### src/rtl/brb_pkg.sv
// Shared constants, command codes and types for the byte ring buffer peek read unit.
package brb_pkg;

    localparam int BUFFER_BYTES = 256;
    localparam int IDX_W        = $clog2(BUFFER_BYTES);
    localparam int PTR_W        = IDX_W + 1;
    localparam int FILL_W       = PTR_W;
    localparam int VALUE_W      = 32;

    localparam logic [1:0] CMD_APPEND = 2'd0;
    localparam logic [1:0] CMD_READ   = 2'd1;
    localparam logic [1:0] CMD_CLEAR  = 2'd2;

    localparam logic [1:0] WC_BYTE = 2'd0;
    localparam logic [1:0] WC_HALF = 2'd1;

    typedef struct packed {
        logic [1:0] command;
        logic [7:0] data_byte;
        logic [7:0] peek_offset;
        logic [1:0] width_code;
        logic       consume;
        logic       sign_extend;
    } req_t;

    typedef struct packed {
        logic [VALUE_W-1:0] read_value;
        logic [FILL_W-1:0]  fill_count;
        logic               is_full;
        logic               is_empty;
        logic               overflow;
    } rsp_t;

    typedef struct packed {
        logic load;
        logic issue;
        logic finish;
    } ctrl_cmd_t;

    typedef struct packed {
        logic req_read;
        logic last_byte;
        logic out_free;
    } dp_status_t;

endpackage

### src/rtl/brb_if.sv
// Request and response channel interfaces with valid/ready handshake.
interface brb_req_if;
    logic       valid;
    logic       ready;
    logic [1:0] command;
    logic [7:0] data_byte;
    logic [7:0] peek_offset;
    logic [1:0] width_code;
    logic       consume;
    logic       sign_extend;

    modport source (output valid, command, data_byte, peek_offset, width_code, consume,
                    sign_extend, input ready);
    modport sink (input valid, command, data_byte, peek_offset, width_code, consume,
                  sign_extend, output ready);
endinterface

interface brb_rsp_if;
    logic                             valid;
    logic                             ready;
    logic [brb_pkg::VALUE_W-1:0]      read_value;
    logic [brb_pkg::FILL_W-1:0]       fill_count;
    logic                             is_full;
    logic                             is_empty;
    logic                             overflow;

    modport source (output valid, read_value, fill_count, is_full, is_empty, overflow,
                    input ready);
    modport sink (input valid, read_value, fill_count, is_full, is_empty, overflow,
                  output ready);
endinterface

### src/rtl/brb_ctrl.sv
// Controller state machine sequencing transfer acceptance, byte reads and result loading.
module brb_ctrl (
    input  logic                  clk,
    input  logic                  rst_n,
    input  logic                  req_valid,
    output logic                  req_ready,
    input  brb_pkg::dp_status_t   status,
    output brb_pkg::ctrl_cmd_t    cmd
);

    typedef enum logic [3:0] {
        ST_IDLE   = 4'b0001,
        ST_READ   = 4'b0010,
        ST_DRAIN  = 4'b0100,
        ST_FINISH = 4'b1000
    } state_t;

    state_t state_reg;
    state_t state_next;

    always_comb
    begin
        state_next = state_reg;
        req_ready  = 1'b0;
        cmd        = '0;
        unique case (state_reg)
            ST_IDLE:
            begin
                req_ready = 1'b1;
                if (req_valid)
                begin
                    cmd.load   = 1'b1;
                    state_next = status.req_read ? ST_READ : ST_FINISH;
                end
            end
            ST_READ:
            begin
                cmd.issue = 1'b1;
                if (status.last_byte)
                begin
                    state_next = ST_DRAIN;
                end
            end
            ST_DRAIN:
            begin
                state_next = ST_FINISH;
            end
            ST_FINISH:
            begin
                if (status.out_free)
                begin
                    cmd.finish = 1'b1;
                    state_next = ST_IDLE;
                end
            end
            default:
            begin
                state_next = ST_IDLE;
            end
        endcase
    end

    always_ff @(posedge clk or negedge rst_n)
    begin
        if (!rst_n)
        begin
            state_reg <= ST_IDLE;
        end
        else
        begin
            state_reg <= state_next;
        end
    end

`ifndef SYNTH
    a_finish_needs_free: assert property (@(posedge clk) disable iff (!rst_n)
        cmd.finish |-> status.out_free)
        else $error("result loaded while output register occupied");
    a_load_only_idle: assert property (@(posedge clk) disable iff (!rst_n)
        cmd.load |=> (state_reg == ST_READ || state_reg == ST_FINISH))
        else $error("accepted transfer did not start work");
`endif

endmodule

### src/rtl/brb_datapath.sv
// Datapath: byte store, pointers, byte assembly and output register.
module brb_datapath (
    input  logic                  clk,
    input  logic                  rst_n,
    input  brb_pkg::req_t         req,
    input  brb_pkg::ctrl_cmd_t    cmd,
    output brb_pkg::dp_status_t   status,
    output brb_pkg::rsp_t         rsp,
    output logic                  rsp_valid,
    input  logic                  rsp_ready
);

    localparam int IDX_W = brb_pkg::IDX_W;
    localparam int PTR_W = brb_pkg::PTR_W;

    logic [7:0]              mem [brb_pkg::BUFFER_BYTES];
    logic [brb_pkg::BUFFER_BYTES-1:0] vld_reg;
    logic [7:0]              mem_q_reg;
    logic                    vld_q_reg;

    logic [PTR_W-1:0]        wp_reg, wp_next;
    logic [PTR_W-1:0]        rp_reg, rp_next;
    logic [1:0]              cmd_reg;
    logic [7:0]              data_reg;
    logic [IDX_W-1:0]        base_reg;
    logic [1:0]              wcode_reg;
    logic                    consume_reg;
    logic                    sext_reg;
    logic [1:0]              byte_idx_reg;
    logic                    pend_reg;
    logic [31:0]             acc_reg;

    logic                    out_valid_reg;
    brb_pkg::rsp_t           out_reg;

    logic [IDX_W-1:0]        rd_addr;
    logic [1:0]              last_idx;
    logic [PTR_W-1:0]        held;
    logic                    full_now;
    logic [PTR_W-1:0]        nbytes;
    logic [PTR_W-1:0]        step;
    logic                    do_write;
    logic                    drop;
    logic [PTR_W-1:0]        fill_next;
    logic [31:0]             value;

    assign rd_addr  = base_reg + IDX_W'(byte_idx_reg);
    assign last_idx = (wcode_reg == brb_pkg::WC_BYTE) ? 2'd0 :
                      (wcode_reg == brb_pkg::WC_HALF) ? 2'd1 : 2'd3;

    assign status.req_read  = (req.command == brb_pkg::CMD_READ);
    assign status.last_byte = (byte_idx_reg == last_idx);
    assign status.out_free  = !out_valid_reg || rsp_ready;

    assign held     = wp_reg - rp_reg;
    assign full_now = (held == PTR_W'(brb_pkg::BUFFER_BYTES));
    assign nbytes   = (wcode_reg == brb_pkg::WC_BYTE) ? PTR_W'(1) :
                      (wcode_reg == brb_pkg::WC_HALF) ? PTR_W'(2) : PTR_W'(4);
    assign step     = (nbytes < held) ? nbytes : held;

    always_comb
    begin
        wp_next  = wp_reg;
        rp_next  = rp_reg;
        do_write = 1'b0;
        drop     = 1'b0;
        value    = '0;
        case (cmd_reg)
            brb_pkg::CMD_APPEND:
            begin
                if (full_now)
                begin
                    drop = 1'b1;
                end
                else
                begin
                    do_write = 1'b1;
                    wp_next  = wp_reg + PTR_W'(1);
                end
            end
            brb_pkg::CMD_READ:
            begin
                value = acc_reg;
                if (sext_reg && wcode_reg == brb_pkg::WC_BYTE && acc_reg[7])
                begin
                    value = {24'hFFFFFF, acc_reg[7:0]};
                end
                else if (sext_reg && wcode_reg == brb_pkg::WC_HALF && acc_reg[15])
                begin
                    value = {16'hFFFF, acc_reg[15:0]};
                end
                if (consume_reg)
                begin
                    rp_next = rp_reg + step;
                end
            end
            brb_pkg::CMD_CLEAR:
            begin
                wp_next = '0;
                rp_next = '0;
            end
            default:
            begin
                wp_next = wp_reg;
            end
        endcase
    end

    assign fill_next = wp_next - rp_next;

    always_ff @(posedge clk)
    begin
        if (cmd.finish && do_write)
        begin
            mem[wp_reg[IDX_W-1:0]] <= data_reg;
        end
        mem_q_reg <= mem[rd_addr];
        vld_q_reg <= vld_reg[rd_addr];
    end

    always_ff @(posedge clk or negedge rst_n)
    begin
        if (!rst_n)
        begin
            vld_reg <= '0;
        end
        else if (cmd.finish && do_write)
        begin
            vld_reg[wp_reg[IDX_W-1:0]] <= 1'b1;
        end
    end

    always_ff @(posedge clk)
    begin
        if (cmd.load)
        begin
            cmd_reg     <= req.command;
            data_reg    <= req.data_byte;
            base_reg    <= rp_reg[IDX_W-1:0] + IDX_W'(req.peek_offset);
            wcode_reg   <= req.width_code;
            consume_reg <= req.consume;
            sext_reg    <= req.sign_extend;
        end
        if (cmd.load)
        begin
            acc_reg <= '0;
        end
        else if (pend_reg)
        begin
            acc_reg <= {acc_reg[23:0], (vld_q_reg ? mem_q_reg : 8'h00)};
        end
        if (cmd.finish)
        begin
            out_reg.read_value <= value;
            out_reg.fill_count <= fill_next;
            out_reg.is_full    <= (fill_next == PTR_W'(brb_pkg::BUFFER_BYTES));
            out_reg.is_empty   <= (wp_next == rp_next);
            out_reg.overflow   <= drop;
        end
    end

    always_ff @(posedge clk or negedge rst_n)
    begin
        if (!rst_n)
        begin
            wp_reg        <= '0;
            rp_reg        <= '0;
            byte_idx_reg  <= '0;
            pend_reg      <= 1'b0;
            out_valid_reg <= 1'b0;
        end
        else
        begin
            pend_reg <= cmd.issue;
            if (cmd.load)
            begin
                byte_idx_reg <= '0;
            end
            else if (cmd.issue)
            begin
                byte_idx_reg <= byte_idx_reg + 2'd1;
            end
            if (cmd.finish)
            begin
                wp_reg        <= wp_next;
                rp_reg        <= rp_next;
                out_valid_reg <= 1'b1;
            end
            else if (rsp_ready)
            begin
                out_valid_reg <= 1'b0;
            end
        end
    end

    assign rsp       = out_reg;
    assign rsp_valid = out_valid_reg;

`ifndef SYNTH
    a_held_bounded: assert property (@(posedge clk) disable iff (!rst_n)
        held <= PTR_W'(brb_pkg::BUFFER_BYTES))
        else $error("fill count beyond buffer size");
    a_drop_when_full: assert property (@(posedge clk) disable iff (!rst_n)
        (cmd.finish && drop) |=> (rsp_valid && rsp.is_full && $stable(wp_reg)))
        else $error("dropped append without full buffer");
    a_empty_matches_fill: assert property (@(posedge clk) disable iff (!rst_n)
        rsp_valid |-> (rsp.is_empty == (rsp.fill_count == '0)))
        else $error("empty flag disagrees with fill count");
`endif

endmodule

### src/rtl/byte_ring_buffer_peek_read_unit.sv
// Top level of the byte ring buffer peek read unit.
//
// Usage: commands arrive on the req channel (append byte, read, clear) and
// each produces exactly one transfer on the rsp channel carrying the read
// value, fill count, full, empty and overflow flags after the command.
// A read assembles 1, 2 or 4 bytes big-endian from read pointer plus
// peek_offset and optionally consumes them, capped at the bytes held.
// An append to a full buffer is dropped and flagged as overflow.
// Sequencing: every command passes from idle to finish and back to idle,
// where the next is accepted; a read goes through read and drain states
// between, using the single read port of the byte store, one byte per cycle.
// The result sits in an output register, so req is accepted again while a
// result still waits; if rsp stalls, the next command runs up to its finish
// state and holds there until the output register frees.
// Reset: pointers go to zero, the store reads as zero until written, and
// no rsp transfer is pending.
module byte_ring_buffer_peek_read_unit (
    input  logic          clk,
    input  logic          rst_n,
    brb_req_if.sink       req,
    brb_rsp_if.source     rsp
);

    brb_pkg::req_t        req_payload;
    brb_pkg::rsp_t        rsp_payload;
    brb_pkg::ctrl_cmd_t   cmd;
    brb_pkg::dp_status_t  status;
    logic                 rsp_valid;

    assign req_payload.command     = req.command;
    assign req_payload.data_byte   = req.data_byte;
    assign req_payload.peek_offset = req.peek_offset;
    assign req_payload.width_code  = req.width_code;
    assign req_payload.consume     = req.consume;
    assign req_payload.sign_extend = req.sign_extend;

    brb_ctrl u_ctrl (
        .clk       (clk),
        .rst_n     (rst_n),
        .req_valid (req.valid),
        .req_ready (req.ready),
        .status    (status),
        .cmd       (cmd)
    );

    brb_datapath u_datapath (
        .clk       (clk),
        .rst_n     (rst_n),
        .req       (req_payload),
        .cmd       (cmd),
        .status    (status),
        .rsp       (rsp_payload),
        .rsp_valid (rsp_valid),
        .rsp_ready (rsp.ready)
    );

    assign rsp.valid      = rsp_valid;
    assign rsp.read_value = rsp_payload.read_value;
    assign rsp.fill_count = rsp_payload.fill_count;
    assign rsp.is_full    = rsp_payload.is_full;
    assign rsp.is_empty   = rsp_payload.is_empty;
    assign rsp.overflow   = rsp_payload.overflow;

endmodule
### src/flat_wrapper.sv
// flat-port wrapper written by rule: the top's interface ports become plain ports
module byte_ring_buffer_peek_read_unit_flat 
  (clk, rst_n, req_valid, req_command, req_data_byte, req_peek_offset, req_width_code, req_consume, req_sign_extend, req_ready, rsp_valid, rsp_read_value, rsp_fill_count, rsp_is_full, rsp_is_empty, rsp_overflow, rsp_ready);
  brb_req_if req_i ();
  brb_rsp_if rsp_i ();
  input  logic clk;
  input  logic rst_n;
  input wire logic [$bits(req_i.valid)-1:0] req_valid;
  input wire logic [$bits(req_i.command)-1:0] req_command;
  input wire logic [$bits(req_i.data_byte)-1:0] req_data_byte;
  input wire logic [$bits(req_i.peek_offset)-1:0] req_peek_offset;
  input wire logic [$bits(req_i.width_code)-1:0] req_width_code;
  input wire logic [$bits(req_i.consume)-1:0] req_consume;
  input wire logic [$bits(req_i.sign_extend)-1:0] req_sign_extend;
  output wire logic [$bits(req_i.ready)-1:0] req_ready;
  output wire logic [$bits(rsp_i.valid)-1:0] rsp_valid;
  output wire logic [$bits(rsp_i.read_value)-1:0] rsp_read_value;
  output wire logic [$bits(rsp_i.fill_count)-1:0] rsp_fill_count;
  output wire logic [$bits(rsp_i.is_full)-1:0] rsp_is_full;
  output wire logic [$bits(rsp_i.is_empty)-1:0] rsp_is_empty;
  output wire logic [$bits(rsp_i.overflow)-1:0] rsp_overflow;
  input wire logic [$bits(rsp_i.ready)-1:0] rsp_ready;
  assign req_i.valid = req_valid;
  assign req_i.command = req_command;
  assign req_i.data_byte = req_data_byte;
  assign req_i.peek_offset = req_peek_offset;
  assign req_i.width_code = req_width_code;
  assign req_i.consume = req_consume;
  assign req_i.sign_extend = req_sign_extend;
  assign req_ready = req_i.ready;
  assign rsp_valid = rsp_i.valid;
  assign rsp_read_value = rsp_i.read_value;
  assign rsp_fill_count = rsp_i.fill_count;
  assign rsp_is_full = rsp_i.is_full;
  assign rsp_is_empty = rsp_i.is_empty;
  assign rsp_overflow = rsp_i.overflow;
  assign rsp_i.ready = rsp_ready;
  byte_ring_buffer_peek_read_unit u_core (.clk(clk), .rst_n(rst_n), .req(req_i), .rsp(rsp_i));
endmodule
### config.mk
export PLATFORM = sky130hd
export DESIGN_NAME = byte_ring_buffer_peek_read_unit_flat
export DESIGN_NICKNAME = d
export VERILOG_FILES = /design/src/rtl/brb_pkg.sv /design/src/rtl/brb_if.sv /design/src/rtl/brb_ctrl.sv /design/src/rtl/brb_datapath.sv /design/src/rtl/byte_ring_buffer_peek_read_unit.sv /design/src/flat_wrapper.sv
export SDC_FILE = /design/constraint.sdc
export NUM_CORES = 2
export LEC_CHECK = 0
export ABC_CLOCK_PERIOD_IN_PS = 12750
export BUFFER_PORTS_ARGS = -buffer_cell sky130_fd_sc_hd__buf_2
export CAP_MARGIN = 5
export CORE_ASPECT_RATIO = 0.9
export CORE_MARGIN = 2
export CORE_UTILIZATION = 55
export CTS_BUF_LIST = sky130_fd_sc_hd__clkbuf_4 sky130_fd_sc_hd__clkbuf_8
export DETAILED_ROUTE_END_ITERATION = 10
export PLACE_DENSITY_LB_ADDON = 0.15
export SLEW_MARGIN = 20
export SYNTH_ARGS = -nofsm -noshare
export SYNTH_HDL_FRONTEND = slang
export SYNTH_SLANG_ARGS = --single-unit
### constraint.sdc
create_clock -name clk -period 12.75 [get_ports clk]
set_input_delay 2.55 -clock clk [delete_from_list [all_inputs] [get_ports clk]]
set_output_delay 2.55 -clock clk [all_outputs]
set_load 0.02 [all_outputs]
==> qor.txt <==
outcome: complete, no violations
IO buf count: 71
Final period util: 50.74%
cell row count: 145
layout cells sized above 1: 30.06%
Placer Congestion: 0.8674
CTS-repair resized insts: 0
sequential fraction of the synthesis area: 74.02%
worst path arrival time: 7280 ps
Setup crit start kind: flip-flop
Hold Path End: u_core.u_datapath.vld_reg[30]
CTS tree: built
Hold Buf Count CTS: 0
xor and xnor area share after synthesis: 0.3439%
first-pass GRT wire length: 340000 µm
Tot Pwr: 22.38 mW
Hold Crit Start: u_core.u_datapath.vld_reg[30]
setup TNS: 0 ps
DR WL/cell: 31.13 µm
GRT Total Usage: 26.43%
pwr/cell area: 209.3 nW/µm²
DP HPWL: 132000 µm
register area: 71360 µm²
Primary FF master, synth: edfxtp_1
path depth of the worst reg2reg path: 27
LEAKAGE: 35.35 nW
DRT Pass-1 Iters: 6
final setup fails: 0
largest net degree at the start of global routing: 201
Cells after Synth: 4648
DRT antenna net count: 0
final max-slew violation count: 0
mux contribution to synthesized area: 17.23%
Post-Synth Simple-Gate Area: 2.654%
CP required: 13560 ps
Post-synth ARST share: 11.57%
Slew HR: 26.83%
crit path max fanout: 9
Die Area: 178700 µm²
f_max: 154.6 MHz
CTS max path bufs: 4
footprint of the multi-input gates: 23690 µm²
grt total ovfl: 0
postcts setup bufs: 0
RSZ-0062 raised after global routing: no
worst slew pin tran: 1098 ps
Worst IR Drop VDD: 0.2796 mV
Initial Util: 55.47%
post-synth cell types: 66
Final Critical Period: 6469 ps
Yosys warning count: 0
largest family of logic cells by synthesized area: multiplexers
Clock Root Buffer: clkbuf_8
Post-synth EDFFs: 2114
Worst setup EP type: flip-flop
Mapped Area: 96400 µm²
DR vias: 47874
skew final: 50.99 ps
crit path kind: flip-flop to flip-flop
WHS Path Cells: 1
vias per inst: 6.376
Max H-tree Level: 5
Tightest Hold Check Type: flip-flop to flip-flop
R2R setup slack: 6280 ps
Post-Synth Adder-Cell Area: 0.6489%
Worst-path clk slew: 60 ps
number of flip-flops in the largest register: 2048
antenna violations before repair: 10
IO Pins: 72
Final #Nets: 4998
die height: 401.2 µm
worst skew pair latency: 1080 ps
register bit total from synthesis: 2437
compound-gate portion of the synthesized area: 3.470%
P&R area growth vs syn: 10.91%
area of the core: 173800 µm²
Die W: 445.3 µm
wirelength, routed: 233800 µm
Starting DRT DRC Count: 6069
vias in the first global route: 47924
Clock Sinks: 2437
# DRC: 0
Avg Cell Area, Syn: 20.74 µm²
number of max-cap violations: 0
fillers: 12170
WHS: 467.0 ps
CTS Buf Count: 391
Final Hold Vio Count: 0
reg2reg end: u_core.u_datapath.rsp[2]
RR Startpoint: u_core.u_datapath.wp_reg[0]
[where the power goes]
| group | total, mW | switching, mW | internal, mW |
|---|---|---|---|
| logic | 6.63 | 3.86 | 2.77 |
| registers | 9.20 | 0.106 | 9.10 |
| clock network | 6.55 | 2.99 | 3.56 |
| total | 22.4 | 6.95 | 15.4 |
[per-stage QoR]
| step | setup WS [ps] | utilization [%] | std cells | cell area (µm²) |
|---|---|---|---|---|
| floorplan | 7157 | - | 4652 | 96420 |
| global placement | 6464 | 57.11 | 6808 | 99260 |
| detailed placement | 6392 | 57.12 | 6808 | 99270 |
| CTS | 6353 | 61.47 | 7496 | 106800 |
| global route | 5783 | 61.51 | 7504 | 106900 |
| finish | 6281 | 61.52 | 7508 | 106900 |
[synthesized netlist by cell type (all sizes together), types with 24 or more instances]
| cell type | count | area, µm² |
|---|---|---|
| o21ai | 37 | 185.2 |
| buf | 148 | 905.9 |
| nor2 | 375 | 1410 |
| mux2i | 33 | 330.3 |
| edfxtp | 2114 | 63480 |
| nand3 | 29 | 212.7 |
| clkbuf | 141 | 529.3 |
| dfrtp | 281 | 7032 |
| a22o | 24 | 210.2 |
| dfxtp | 41 | 820.8 |
| a21oi | 41 | 209.0 |
| mux4 | 720 | 16220 |
| a22oi | 27 | 202.7 |
| inv | 35 | 131.4 |
| ha | 42 | 525.5 |
| nand2 | 79 | 296.5 |
| o21bai | 251 | 1884 |
[cells by family after synthesis]
group / Yosys count
fa+ha+maj: 47
other cells: 1
flops: 2437
xor+xnor: 37
compound gates: 458
buf+inv: 324
mux: 759
simple gates: 585
[worst max-delay path: stages, from the launching register on]
cell and delay, ps:
dfrtp_1 490, inv_1 160, ha_1 270, fa_1 400, nand2b_1 200, a21oi_1 170, xor2_1 90, nor4_1 510
nand2_1 150, nand4bb_1 350, o21ai_0 240, ha_1 190, inv_1 60, fa_1 430, nor2b_1 130, o21a_1 150
o21ai_0 110, nand2b_1 110, a21oi_1 90, xnor2_1 160, o21ai_0 130, a22o_1 300, ha_1 330, a21o_1 180
a221oi_1 340, xor2_1 200, xnor2_1 90, and2_1 160
[layout make-up]
type	count	area share, %
well taps	2278	2.666
repair buffers	169	1.208
inverters	35	0.1229
diodes	10	0.02340
clock buffers	558	6.410
clock inverters	130	0.6670
flip-flops and latches	2437	66.74
multi-input cells	1891	22.16
[worst max path at each step]
stage,endpoint,cells past startpoint,from
floorplan,u_core.u_datapath.rsp[2],27,u_core.u_datapath.wp_reg[0]
global placement,u_core.u_datapath.rsp[2],27,u_core.u_datapath.wp_reg[0]
detailed placement,u_core.u_datapath.rsp[2],27,u_core.u_datapath.wp_reg[0]
CTS,u_core.u_datapath.rsp[2],27,u_core.u_datapath.wp_reg[0]
global route,u_core.u_datapath.rsp[2],27,u_core.u_datapath.wp_reg[0]
finish,u_core.u_datapath.rsp[2],27,u_core.u_datapath.wp_reg[0]
[cell usage in the layout (no fill, tap or decap), types with 20 or more instances in the layout]
| master | instances |
|---|---|
| dfrtp_1 | 280 |
| nand2_1 | 63 |
| nor2b_1 | 20 |
| mux2i_1 | 33 |
| o21bai_1 | 251 |
| buf_2 | 70 |
| clkbuf_8 | 426 |
| nand3_1 | 20 |
| nor2_1 | 370 |
| clkinv_2 | 39 |
| a22oi_1 | 27 |
| ha_1 | 41 |
| clkbuf_4 | 132 |
| o21ai_0 | 37 |
| a22o_1 | 24 |
| buf_4 | 84 |
| edfxtp_1 | 2114 |
| dfxtp_1 | 41 |
| a21oi_1 | 40 |
| inv_1 | 33 |
| mux4_2 | 720 |
| clkinv_1 | 81 |
[routing by layer]
layer,vias up,share of wire (%),global-route usage [%]
met5,-,0.015,0
met4,4,2.7,7.446
met3,440,9.1,5.695
met2,2243,46,39.35
met1,25517,42,40.09
li1,19670,-,-
Power figures use the tool's default switching activity.
